## config.mk

```make
export PLATFORM = sky130hd
export DESIGN_NAME = srs_ctrl
export DESIGN_NICKNAME = d
export VERILOG_FILES = /design/src/rtl/srs_pkg.sv /design/src/rtl/srs_ctrl.sv
export SDC_FILE = /design/constraint.sdc
export NUM_CORES = 1
export LEC_CHECK = 0
export BUFFER_PORTS_ARGS = -buffer_cell sky130_fd_sc_hd__buf_2
export CAP_MARGIN = 0
export CORE_AREA = 5 5 42 44
export DETAILED_ROUTE_END_ITERATION = 16
export DIE_AREA = 0 0 47 49
export PLACE_DENSITY = 0.7
export SYNTH_ARGS = -nofsm -noshare
export SYNTH_HDL_FRONTEND = slang
export SYNTH_SLANG_ARGS = --single-unit
```

## constraint.sdc

```tcl
create_clock -name clk -period 5.46 [get_ports clk]
set_clock_uncertainty 0.1 [all_clocks]
set_input_delay 1.365 -clock clk [delete_from_list [all_inputs] [get_ports clk]]
set_output_delay 1.365 -clock clk [all_outputs]
set_load 0.01 [all_outputs]
```

## src/rtl/srs_pkg.sv

```systemverilog
`timescale 1ns / 1ps
// Shared types and constants of the stereogram row shifter.
// No dependencies; imported by every module of the block but srs_ram.
package srs_pkg;

	localparam int MAX_WIDTH_DEF  = 1024;
	localparam int PIXEL_BITS_DEF = 24;

	localparam int COL_W   = 10;
	localparam int DEPTH_W = 8;
	localparam int PIX_W   = 24;
	localparam int CFG_IDX_W  = 3;
	localparam int CFG_DATA_W = 11;

	localparam logic KIND_LOAD = 1'b0;
	localparam logic KIND_READ = 1'b1;

	localparam logic [CFG_IDX_W-1:0] REG_ROW_WIDTH   = 3'd0;
	localparam logic [CFG_IDX_W-1:0] REG_STRIP_WIDTH = 3'd1;
	localparam logic [CFG_IDX_W-1:0] REG_DEPTH_SCALE = 3'd2;
	localparam logic [CFG_IDX_W-1:0] REG_START_LEFT  = 3'd3;
	localparam logic [CFG_IDX_W-1:0] REG_INVERT      = 3'd4;

	localparam logic [10:0] ROW_WIDTH_RST   = 11'd1024;
	localparam logic [7:0]  STRIP_WIDTH_RST = 8'd64;
	localparam logic [7:0]  DEPTH_SCALE_RST = 8'd16;
	localparam logic        START_LEFT_RST  = 1'b1;
	localparam logic        INVERT_RST      = 1'b0;

	typedef struct packed {
		logic ld;
		logic rd;
		logic j_to_s;
		logic j_to_m;
		logic m_clr;
		logic m_step;
		logic tile_rd;
		logic tile_wr;
		logic step_rd;
		logic step_mul;
		logic step_div;
		logic step_fix;
		logic step_wr;
		logic back;
	} srs_cmd_t;

	typedef struct packed {
		logic s_zero;
		logic left;
		logic j_lt_w;
		logic j_gt_s;
		logic m_fits;
	} srs_sts_t;

endpackage

```

## src/rtl/srs_ctrl.sv

```systemverilog
`timescale 1ns / 1ps
// Controller: accepts words, sequences tiling, middle-start search and shift pass.
// Depends on srs_pkg.
module srs_ctrl (
	input  logic              clk,
	input  logic              arst_n,
	input  logic              start,
	input  logic              kind,
	input  logic              last_column,
	output logic              busy,
	output srs_pkg::srs_cmd_t cmd,
	input  srs_pkg::srs_sts_t sts
);

	import srs_pkg::*;

	localparam logic [3:0] ST_IDLE    = 4'd0;
	localparam logic [3:0] ST_TILE_RD = 4'd1;
	localparam logic [3:0] ST_TILE_WR = 4'd2;
	localparam logic [3:0] ST_MID     = 4'd3;
	localparam logic [3:0] ST_RD      = 4'd4;
	localparam logic [3:0] ST_MUL     = 4'd5;
	localparam logic [3:0] ST_DIV     = 4'd6;
	localparam logic [3:0] ST_FIX     = 4'd7;
	localparam logic [3:0] ST_WR      = 4'd8;

	logic [3:0] state_q, state_d;
	logic       row_ready_q;
	logic       back_q;
	logic       ready_set, back_set, back_clr;
	logic       more;

	assign busy = (state_q != ST_IDLE);
	assign more = back_q ? sts.j_gt_s : sts.j_lt_w;

	always_comb begin
		state_d   = state_q;
		cmd       = '0;
		cmd.back  = back_q;
		ready_set = 1'b0;
		back_set  = 1'b0;
		back_clr  = 1'b0;
		unique case (state_q)
			ST_IDLE: begin
				if (start && kind == KIND_LOAD) begin
					cmd.ld = 1'b1;
					if (last_column) begin
						if (sts.s_zero) begin
							ready_set = 1'b1;
						end else begin
							cmd.j_to_s = 1'b1;
							state_d    = ST_TILE_RD;
						end
					end
				end else if (start && kind == KIND_READ) begin
					cmd.rd = row_ready_q;
				end
			end
			ST_TILE_RD: begin
				if (sts.j_lt_w) begin
					cmd.tile_rd = 1'b1;
					state_d     = ST_TILE_WR;
				end else if (sts.left) begin
					cmd.j_to_s = 1'b1;
					state_d    = ST_RD;
				end else begin
					cmd.m_clr = 1'b1;
					state_d   = ST_MID;
				end
			end
			ST_TILE_WR: begin
				cmd.tile_wr = 1'b1;
				state_d     = ST_TILE_RD;
			end
			ST_MID: begin
				if (sts.m_fits) begin
					cmd.m_step = 1'b1;
				end else begin
					cmd.j_to_m = 1'b1;
					state_d    = ST_RD;
				end
			end
			ST_RD: begin
				if (more) begin
					cmd.step_rd = 1'b1;
					state_d     = ST_MUL;
				end else if (!back_q && !sts.left) begin
					back_set   = 1'b1;
					cmd.j_to_m = 1'b1;
				end else begin
					ready_set = 1'b1;
					back_clr  = 1'b1;
					state_d   = ST_IDLE;
				end
			end
			ST_MUL: begin
				cmd.step_mul = 1'b1;
				state_d      = ST_DIV;
			end
			ST_DIV: begin
				cmd.step_div = 1'b1;
				state_d      = ST_FIX;
			end
			ST_FIX: begin
				cmd.step_fix = 1'b1;
				state_d      = ST_WR;
			end
			ST_WR: begin
				cmd.step_wr = 1'b1;
				state_d     = ST_RD;
			end
			default: begin
				state_d = ST_IDLE;
			end
		endcase
	end

	always_ff @(posedge clk or negedge arst_n) begin
		if (!arst_n) begin
			state_q     <= ST_IDLE;
			row_ready_q <= 1'b0;
			back_q      <= 1'b0;
		end else begin
			state_q <= state_d;
			if (ready_set) begin
				row_ready_q <= 1'b1;
			end else if (cmd.ld) begin
				row_ready_q <= 1'b0;
			end
			if (back_set) begin
				back_q <= 1'b1;
			end else if (back_clr) begin
				back_q <= 1'b0;
			end
		end
	end

`ifndef SYNTH
	a_ready_idle: assert property (@(posedge clk) disable iff (!arst_n)
		busy |-> !row_ready_q)
		else $error("row ready while pass runs");

	a_back_in_pass: assert property (@(posedge clk) disable iff (!arst_n)
		back_q |-> (state_q == ST_RD || state_q == ST_MUL || state_q == ST_DIV ||
			state_q == ST_FIX || state_q == ST_WR))
		else $error("backward sweep flag outside shift pass");

	a_pass_starts: assert property (@(posedge clk) disable iff (!arst_n)
		(cmd.ld && last_column && !sts.s_zero) |=> (state_q == ST_TILE_RD))
		else $error("last load did not start tiling");

	a_ready_rise: assert property (@(posedge clk) disable iff (!arst_n)
		$rose(row_ready_q) |-> ($past(state_q) == ST_RD || $past(cmd.ld)))
		else $error("row ready set outside pass end");
`endif

endmodule

```

==> results_dict.tcl, run 1 <==
set metrics [dict create \
    grt_usage_pct 14.0 \
    grt_pass1_vias 568 \
    ctsResizeCount 0 \
    cts_hold_buf 0 \
    grt_overflow 0 \
    clk_path_buf_depth 2 \
    worst_pin_slew_ns 0.422 \
    min_period_over_period_pct 69.6 \
    ys_types 30 \
    required_ns 3.99 \
    fmax_ghz 0.263 \
    crit_path_top_delay_cell "or4_4" \
    status "finished, final reports clean" \
    die_area_mm2 0.00230 \
    cts_sinks 6 \
    synth_top_cell_area_share_pct 28.2 \
    initial_core_util_pct 38.0 \
    cp-start-kind "input port" \
    cts_inserted_buffers 3 \
    hold_viol_final 0 \
    yosysSeqAreaShare_pct 28.2 \
    ir_worst_vdd_mv 0.221 \
    path_cells "buf_2 > or4_4 > o41ai_1 > buf_2" \
    tns_ns 0 \
    clkTransAtPathRegs_ns 0.04 \
    cts_tree "yes" \
    die_h_um 49 \
    synth_area_leaders "dfrtp_1 28%, nor2_1 7.0%, nand2_1 4.9%, o21ai_0 4.7%, mux2i_1 3.8%" \
    grt_pass1_wl_um 2380 \
    ios 25 \
    drc 0 \
    synth-warning-count 0 \
    finalSetupViolations 0 \
    cp-end-kind "primary output" \
    rsz0062_at_grt "false" \
    dr.first_iter.drc_count 14 \
    antenna_found_initial 0 \
    path_max_fanout 5 \
    vias 599 \
    ys_ff_latch 6 \
    postCtsSetupBuffers 0 \
    io_buffers 24 \
    routedWlPerCell_um 13.7 \
    leakagePower_nw 0.335 \
    syn_nets 78 \
    max_stage_delay_ns 0.56 \
    drive_gt1_share_pct 35.6 \
    p_total_w 0.000285 \
    min_period_ns 3.80 \
    crit_path_frequent_cell "buf_2" \
    synth_top_cell_by_area "dfrtp_1" \
    cap_violations 0 \
    wl_um 1460 \
    area_delta_synth_final_pct 24.9 \
    synth_area_um2 533 \
    crit_family "simple AND/OR/NAND/NOR gates" \
    via_per_inst 5.65 \
    synthCells 68 \
    criticalPathCategory "input port to primary output" \
    grt_max_degree 14 \
    hpwlAfterDp_um 1140 \
    ant_nets 0 \
    rows 14 \
    n_antenna_cell 0 \
    die_x_um 47 \
    design.core.area_mm2 0.00140 \
    max_slew_margin_pct 71.9 \
    critical_path_buf_inv_count 2 \
    insertion_delay_ns 0.24 \
    num-nets-final 102 \
    htreeDepth 1 \
    dr.pass1.iters 4 \
    slew_violations 0 \
    gp_congestion 0.854 \
    postSynthAreaPerCell_um2 7.84 \
    clockRootBuffer "clkbuf_4" \
    hold_path.class "register to register" \
    arrival_ns 2.34 \
    p_per_area_mw_per_mm2 428 \
]
[tightest hold or removal path, cell delays in order (launching register included)]
cell and delay, ns:
dfrtp_1 0.33, o21ai_0 0.09, o211ai_1 0.09
[cell type report]
| class | count | area, um2 |
|---|---|---|
| fill | 141 | 736 |
| tap | 16 | 20.0 |
| multi-input combinational | 53 | 338 |
| timing repair buffer | 24 | 120 |
| inverter | 4 | 15.0 |
| sequential | 6 | 150 |
| clock buffer | 3 | 22.5 |
[metal layers]
layer,GRT usage [%],wire (um)
met4,7.83,0
met5,0,0
met1,17.7,571
met3,3.32,162
met2,21.0,722
[metrics by stage]
stage	setup slack, ns	area [um2]	hold slack (ns)	instances	util (%)
detailed placement	1.66	643	0.462	103	45.9
floorplan	1.98	533	0.392	68	-
global placement	1.70	643	0.444	103	45.9
CTS	1.65	666	0.474	106	47.5
global route	1.62	666	0.516	106	47.5
finish	1.66	666	0.457	106	47.5
[synth_stat cells (all sizes together)]
library cell / n
a31oi: 1
nand2: 7
or4: 1
mux2: 1
nand3b: 2
a21oi: 1
nor3: 1
or3: 1
nand2b: 3
a311oi: 1
o21ai: 6
mux2i: 2
inv: 4
dfrtp: 6
nor4b: 2
or4b: 1
nor2: 10
o41ai: 1
and2: 1
o21bai: 2
a211oi: 1
and3: 3
nor4: 2
nand4bb: 1
buf: 2
o211ai: 2
clkbuf: 3
[layout by cell type, fill, tap and decap left out, types with 2 or more instances in the layout]
cell	count
dfrtp_1	6
mux2i_1	2
inv_1	4
nand3b_1	2
nand2_1	7
buf_2	24
nor2_1	10
o21bai_1	2
and3_1	3
o211ai_1	2
o21ai_0	5
clkbuf_4	3
nand2b_1	3
nor4b_1	2
[power by group]
part	internal, W	switching (W)	total [W]
Clock	0.0000248	0.0000148	0.0000396
Sequential	0.0000605	0.0000368	0.0000973
Combinational	0.0000666	0.0000816	0.000148
Total	0.000152	0.000133	0.000285
[sequential cells by signal, summed over array words and instances, names as in the netlist]
signal       cells
state_q          4
back_q           1
row_ready_q      1
[cells by family (layout without fill, tap and decap cells)]
| group | Yosys count | after routing | synth area share, % |
|---|---|---|---|
| AOI/OAI and AO/OA | 15 | 15 | 18.8 |
| and+or+nand+nor | 35 | 35 | 38.7 |
| buffers and inverters | 9 | 31 | 8.45 |
| DFF | 6 | 6 | 28.2 |
| muxes | 3 | 3 | 5.87 |
[path summary, 6_finish.rpt]
check	start	end	slack (ns)	cells after the start
min	row_ready_q	row_ready_q	0.46	2
min in group asynchronous	arst_n	row_ready_q	0.84	1
max reg2reg	state_q[2]	state_q[2]	3.64	3
min reg2reg	row_ready_q	row_ready_q	0.46	2
max in group asynchronous	arst_n	state_q[2]	4.29	1
max	sts[2]	cmd[10]	1.66	4
No activity file was read; power rests on OpenSTA's default activity.
==> run 2: changes to the inputs <==
--- a/config.mk
+++ b/config.mk
@@ -7,10 +7,10 @@
 export LEC_CHECK = 0
 export BUFFER_PORTS_ARGS = -buffer_cell sky130_fd_sc_hd__buf_2
 export CAP_MARGIN = 0
-export CORE_AREA = 5 5 42 44
+export CORE_MARGIN = 5
+export CORE_UTILIZATION = 39
 export DETAILED_ROUTE_END_ITERATION = 16
-export DIE_AREA = 0 0 47 49
-export PLACE_DENSITY = 0.7
+export PLACE_DENSITY = 0.72
 export SYNTH_ARGS = -nofsm -noshare
 export SYNTH_HDL_FRONTEND = slang
 export SYNTH_SLANG_ARGS = --single-unit
==> constraint.sdc (replaced) <==
create_clock -name clk -period 3.18 [get_ports clk]
set_clock_uncertainty 0.1 [all_clocks]
set_input_delay 0.795 -clock clk [delete_from_list [all_inputs] [get_ports clk]]
set_output_delay 0.795 -clock clk [all_outputs]
set_load 0.01 [all_outputs]
==> run 2 against run 1 <==
Compared with the run above: final area up 0.94%; combinational power grew 84%; highest routed layer unchanged; clock power is 71% higher; global-route usage rose by 0.62 points.
==> results_dict.tcl, run 2 (synthesis results as in run 1) <==
set metrics [dict create \
    antenna_found_initial 0 \
    fmax_ghz 0.342 \
    top_register "state_q" \
    min_period_ns 2.93 \
    slew_violations 0 \
    crit_start "state_q[1]" \
    cap_violations 0 \
    cts_sinks 6 \
    grt_pass1_vias 543 \
    area_delta_synth_final_pct 26.1 \
    ctsResizeCount 0 \
    design.core.area_mm2 0.00130 \
    drc 0 \
    io_buffers 24 \
    min_period_over_period_pct 92.0 \
    crit_end "cmd[10]" \
    grt_overflow 0 \
    tns_ns 0 \
    max_slew_margin_pct 73.1 \
    required_ns 2.28 \
    dr.pass1.iters 4 \
    ios 25 \
    ant_nets 0 \
    dp_cells 103 \
    cts_tree "yes" \
    worst_pin_slew_ns 0.403 \
    pre_cts_ws_ns 0.512 \
    vias 579 \
    reg_top3 "state_q: 4 flops, back_q: 1 flops, row_ready_q: 1 flops" \
    routedWlPerCell_um 13.1 \
    clkTransAtPathRegs_ns 0.05 \
    grt_usage_pct 14.6 \
    largest_register_ffs 4 \
    htreeDepth 1 \
    cp-end-kind "primary output" \
    initial_core_util_pct 41.0 \
    leakagePower_nw 0.340 \
    postCtsSetupBuffers 0 \
    final_cell_mix "24 x buf_2, 10 x nor2_1, 7 x nand2_1" \
    hold_path.class "input port to async pin" \
    path_max_fanout 12 \
    ir_worst_vdd_mv 0.395 \
    r2r-end "state_q[2]" \
    reg2regPathDepth 3 \
    status "finished, final reports clean" \
    clockRootBuffer "clkbuf_4" \
    rrSetupSlack_ns 1.39 \
    rows 13 \
    cts_hold_buf 0 \
    insertion_delay_ns 0.24 \
    rsz0062_at_grt "false" \
    grt_max_degree 14 \
    die_area_mm2 0.00221 \
    cts_inserted_buffers 3 \
    dr.first_iter.drc_count 10 \
    cp-start-kind "register" \
    r2r_start "state_q[1]" \
    mostFrequentLayoutCell "buf_2" \
    via_per_inst 5.46 \
    clk_path_buf_depth 2 \
    gp_congestion 0.901 \
    setup_slack_ns 0.254 \
    die_x_um 47.0 \
    hold_viol_final 0 \
    grt_pass1_wl_um 2290 \
    hpwlAfterDp_um 1130 \
    drive_gt1_share_pct 36.3 \
    layout.cells.non_filler 106 \
    fillerInstances 138 \
    wl_um 1390 \
    finalSetupViolations 0 \
    criticalPathCategory "register to primary output" \
    p_per_area_mw_per_mm2 735 \
    arrival_ns 2.03 \
    die_h_um 47.0 \
    fin_util_pct 51.6 \
    num-nets-final 103 \
    n_antenna_cell 0 \
]
## run 2: changes by cell type in the layout (fill, tap and decap cells not counted), sizes merged
| cell | before | now |
|---|---|---|
| buf | 24 | 25 |
## run 2: worst max-delay path, cell delays in order, from the launching register on
cell and delay [ns]:
dfrtp_1 0.50, or4b_4 0.58, or4_4 0.46, o41ai_1 0.08, buf_2 0.18
## run 2: where the power goes
group	leakage, nW	internal [W]	total (W)	switching, W
Clock	0.0138	0.0000425	0.0000676	0.0000251
Sequential	0.0776	0.000104	0.000153	0.0000489
Combinational	0.249	0.000119	0.000273	0.000155
Total	0.340	0.000266	0.000494	0.000229
## run 2: cell type report
cell class | instances | area (um2) | share of cell area, %
Multi-Input combinational cell | 53 | 338 | 50.3
Sequential cell | 6 | 150 | 22.3
Timing Repair Buffer | 25 | 128 | 19.0
Clock buffer | 3 | 22.5 | 3.35
Tap cell | 15 | 18.8 | 2.79
Inverter | 4 | 15.0 | 2.23
## run 2: worst min-delay path by stage
stage / start / slack (ns) / cells after the start / to
after global placement: row_ready_q / 0.45 / 2 / row_ready_q
after floorplan: row_ready_q / 0.39 / 2 / row_ready_q
after global routing: arst_n / 0.27 / 1 / row_ready_q
after CTS: arst_n / 0.26 / 1 / back_q
after detailed placement: row_ready_q / 0.44 / 2 / row_ready_q
final: arst_n / 0.27 / 1 / row_ready_q
## run 2: per-layer routing
metal	track usage (%)	wire (um)	vias up
li1	-	-	292
met1	16.9	589	256
met2	24.4	653	31
met3	6.90	148	0
met4	3.87	0	0
met5	0	0	-
## run 2: metrics by stage
stage               cell area [um2]  total power [W]  hold slack (ns)
floorplan                       533         0.000355            0.392
global placement                649         0.000424            0.446
detailed placement              649         0.000430            0.442
CTS                             672         0.000500            0.264
global route                    672         0.000544            0.265
finish                          672         0.000494            0.266
==> run 3: changes to the inputs <==
--- a/config.mk
+++ b/config.mk
@@ -7,10 +7,10 @@
 export LEC_CHECK = 0
 export BUFFER_PORTS_ARGS = -buffer_cell sky130_fd_sc_hd__buf_2
 export CAP_MARGIN = 0
-export CORE_MARGIN = 5
-export CORE_UTILIZATION = 39
+export CORE_AREA = 5 5 42 44
 export DETAILED_ROUTE_END_ITERATION = 16
-export PLACE_DENSITY = 0.72
+export DIE_AREA = 0 0 47 49
+export PLACE_DENSITY = 0.7
 export SYNTH_ARGS = -nofsm -noshare
 export SYNTH_HDL_FRONTEND = slang
 export SYNTH_SLANG_ARGS = --single-unit
==> constraint.sdc (replaced) <==
create_clock -name clk -period 3.6 [get_ports clk]
set_clock_uncertainty 0.1 [all_clocks]
set_input_delay 0.9 -clock clk [delete_from_list [all_inputs] [get_ports clk]]
set_output_delay 0.9 -clock clk [all_outputs]
set_load 0.01 [all_outputs]
==> run 3 against run 2 <==
Compared with the run above: non-clock buffer count is 1 lower; clock power is 9.2% lower; core utilization is 4.1 points lower; largest power group unchanged; largest cell class unchanged; hold slack better by 0.097 ns; global-route usage is 1.1 points lower.
==> results_dict.tcl, run 3 (synthesis results as in run 1) <==
set metrics [dict create \
    status "finished, final reports clean" \
    final_cell_mix "24 x buf_2, 10 x nor2_1, 7 x nand2_1" \
    p_total_w 0.000434 \
    max_stage_delay_ns 0.58 \
    hold_slack_ns 0.363 \
    path_max_fanout 13 \
    rsz0062_at_grt "false" \
    clk_path_buf_depth 2 \
    fillerInstances 149 \
    grt_usage_pct 13.5 \
    insertion_delay_ns 0.25 \
    slew_violations 0 \
    swShare_pct 46.8 \
    dr.pass1.iters 4 \
    finalSetupViolations 0 \
    min_period_over_period_pct 85.3 \
    use_met3_pct 2.58 \
    ctsResizeCount 0 \
    hold_viol_final 0 \
    routedWlPerCell_um 13.3 \
    r2r_start "state_q[2]" \
    min_period_ns 3.07 \
    top_register "state_q" \
    drive_gt1_share_pct 35.6 \
    leakagePower_nw 0.335 \
    met1_usage_pct 18.6 \
    use_met2_pct 18.8 \
    arrival_ns 2.07 \
    r2r-end "state_q[2]" \
    ir_worst_vdd_mv 0.222 \
    pwr-share-clk_pct 14.2 \
    antenna_found_initial 0 \
    gp_congestion 0.875 \
    grt_pass1_wl_um 2270 \
    path_cells "or4b_4 > or4_4 > o41ai_1 > buf_2" \
    n_antenna_cell 0 \
    reg_top3 "state_q: 4 flops, back_q: 1 flops, row_ready_q: 1 flops" \
    io_buffers 24 \
    grt_pass1_vias 526 \
    ios 25 \
    mostFrequentLayoutCell "buf_2" \
    cts_inserted_buffers 3 \
    crit_path_top_delay_cell "dfrtp_1" \
    critical_path_buf_inv_count 1 \
    postCtsSetupBuffers 0 \
    largest_register_ffs 4 \
    via_per_inst 5.46 \
    die_h_um 49 \
    initial_core_util_pct 38.0 \
    cp-start-kind "register" \
    crit_start "state_q[2]" \
    power_switching_w 0.000203 \
    hpwlAfterDp_um 1070 \
    clockRootBuffer "clkbuf_4" \
    busiest_layer "met2" \
    grt_overflow 0 \
    cts_hold_buf 0 \
    drc 0 \
    seq_power_share_pct 34.3 \
    layout.cells.non_filler 106 \
    num-nets-final 102 \
    cts_tree "yes" \
    dp_cells 103 \
    power_frac_comb_pct 51.5 \
    wl_um 1410 \
    p_int_w 0.000231 \
    vias 579 \
    grt_max_degree 14 \
    fin_util_pct 47.5 \
    htreeDepth 1 \
    rows 14 \
    tns_ns 0 \
    dr.first_iter.drc_count 13 \
    fmax_ghz 0.326 \
    rrSetupSlack_ns 1.77 \
    clkTransAtPathRegs_ns 0.05 \
    criticalPathCategory "register to primary output" \
    design.core.area_mm2 0.00140 \
    cap_violations 0 \
    p_per_area_mw_per_mm2 651 \
    crit_cells 4 \
    required_ns 2.60 \
    max_slew_margin_pct 73.0 \
    crit_family "simple AND/OR/NAND/NOR gates" \
    die_area_mm2 0.00230 \
    reg2regPathDepth 3 \
    ant_nets 0 \
    die_x_um 47 \
    area_delta_synth_final_pct 24.9 \
    worst_pin_slew_ns 0.405 \
    cp-end-kind "primary output" \
    cts_sinks 6 \
    hold_path.class "input port to async pin" \
]
[run 3: cell count changes in the layout (fill, tap and decap cells not counted)]
| cell | previous run | this run |
|---|---|---|
| buf_4 | 1 | 0 |
[run 3: worst max path at each step]
stage                    to  slack [ns]
floorplan           cmd[10]        1.05
global placement    cmd[10]        0.77
detailed placement  cmd[10]        0.77
CTS                 cmd[10]        0.53
global route        cmd[10]        0.43
finish              cmd[10]        0.53
[run 3: layout make-up]
| class | instances | area (um2) | share of cell area [%] |
|---|---|---|---|
| Clock buffer | 3 | 22.5 | 3.38 |
| Multi-Input combinational cell | 53 | 338 | 50.8 |
| Timing Repair Buffer | 24 | 120 | 18.0 |
| Sequential cell | 6 | 150 | 22.6 |
| Tap cell | 16 | 20.0 | 3.01 |
| Inverter | 4 | 15.0 | 2.26 |
[run 3: metal layers]
| layer | vias up | routed length [um] |
|---|---|---|
| li1 | 293 | - |
| met1 | 259 | 617 |
| met2 | 25 | 673 |
| met3 | 2 | 108 |
| met4 | 0 | 11 |
| met5 | - | 0 |
[run 3: through the flow]
step                worst slack, ns  instance area (um2)
floorplan                      1.05                  533
global placement              0.767                  643
detailed placement            0.766                  643
CTS                           0.532                  666
global route                  0.426                  666
finish                        0.531                  666
[run 3: power by group through the flow]
stage / clock, W / sequential (W) / combinational, W
after global placement: 0 / 0.000146 / 0.000225
after floorplan: 0 / 0.000110 / 0.000204
after global routing: 0.0000665 / 0.000155 / 0.000254
final: 0.0000614 / 0.000149 / 0.000223
after CTS: 0.0000646 / 0.000147 / 0.000225
after detailed placement: 0 / 0.000148 / 0.000224
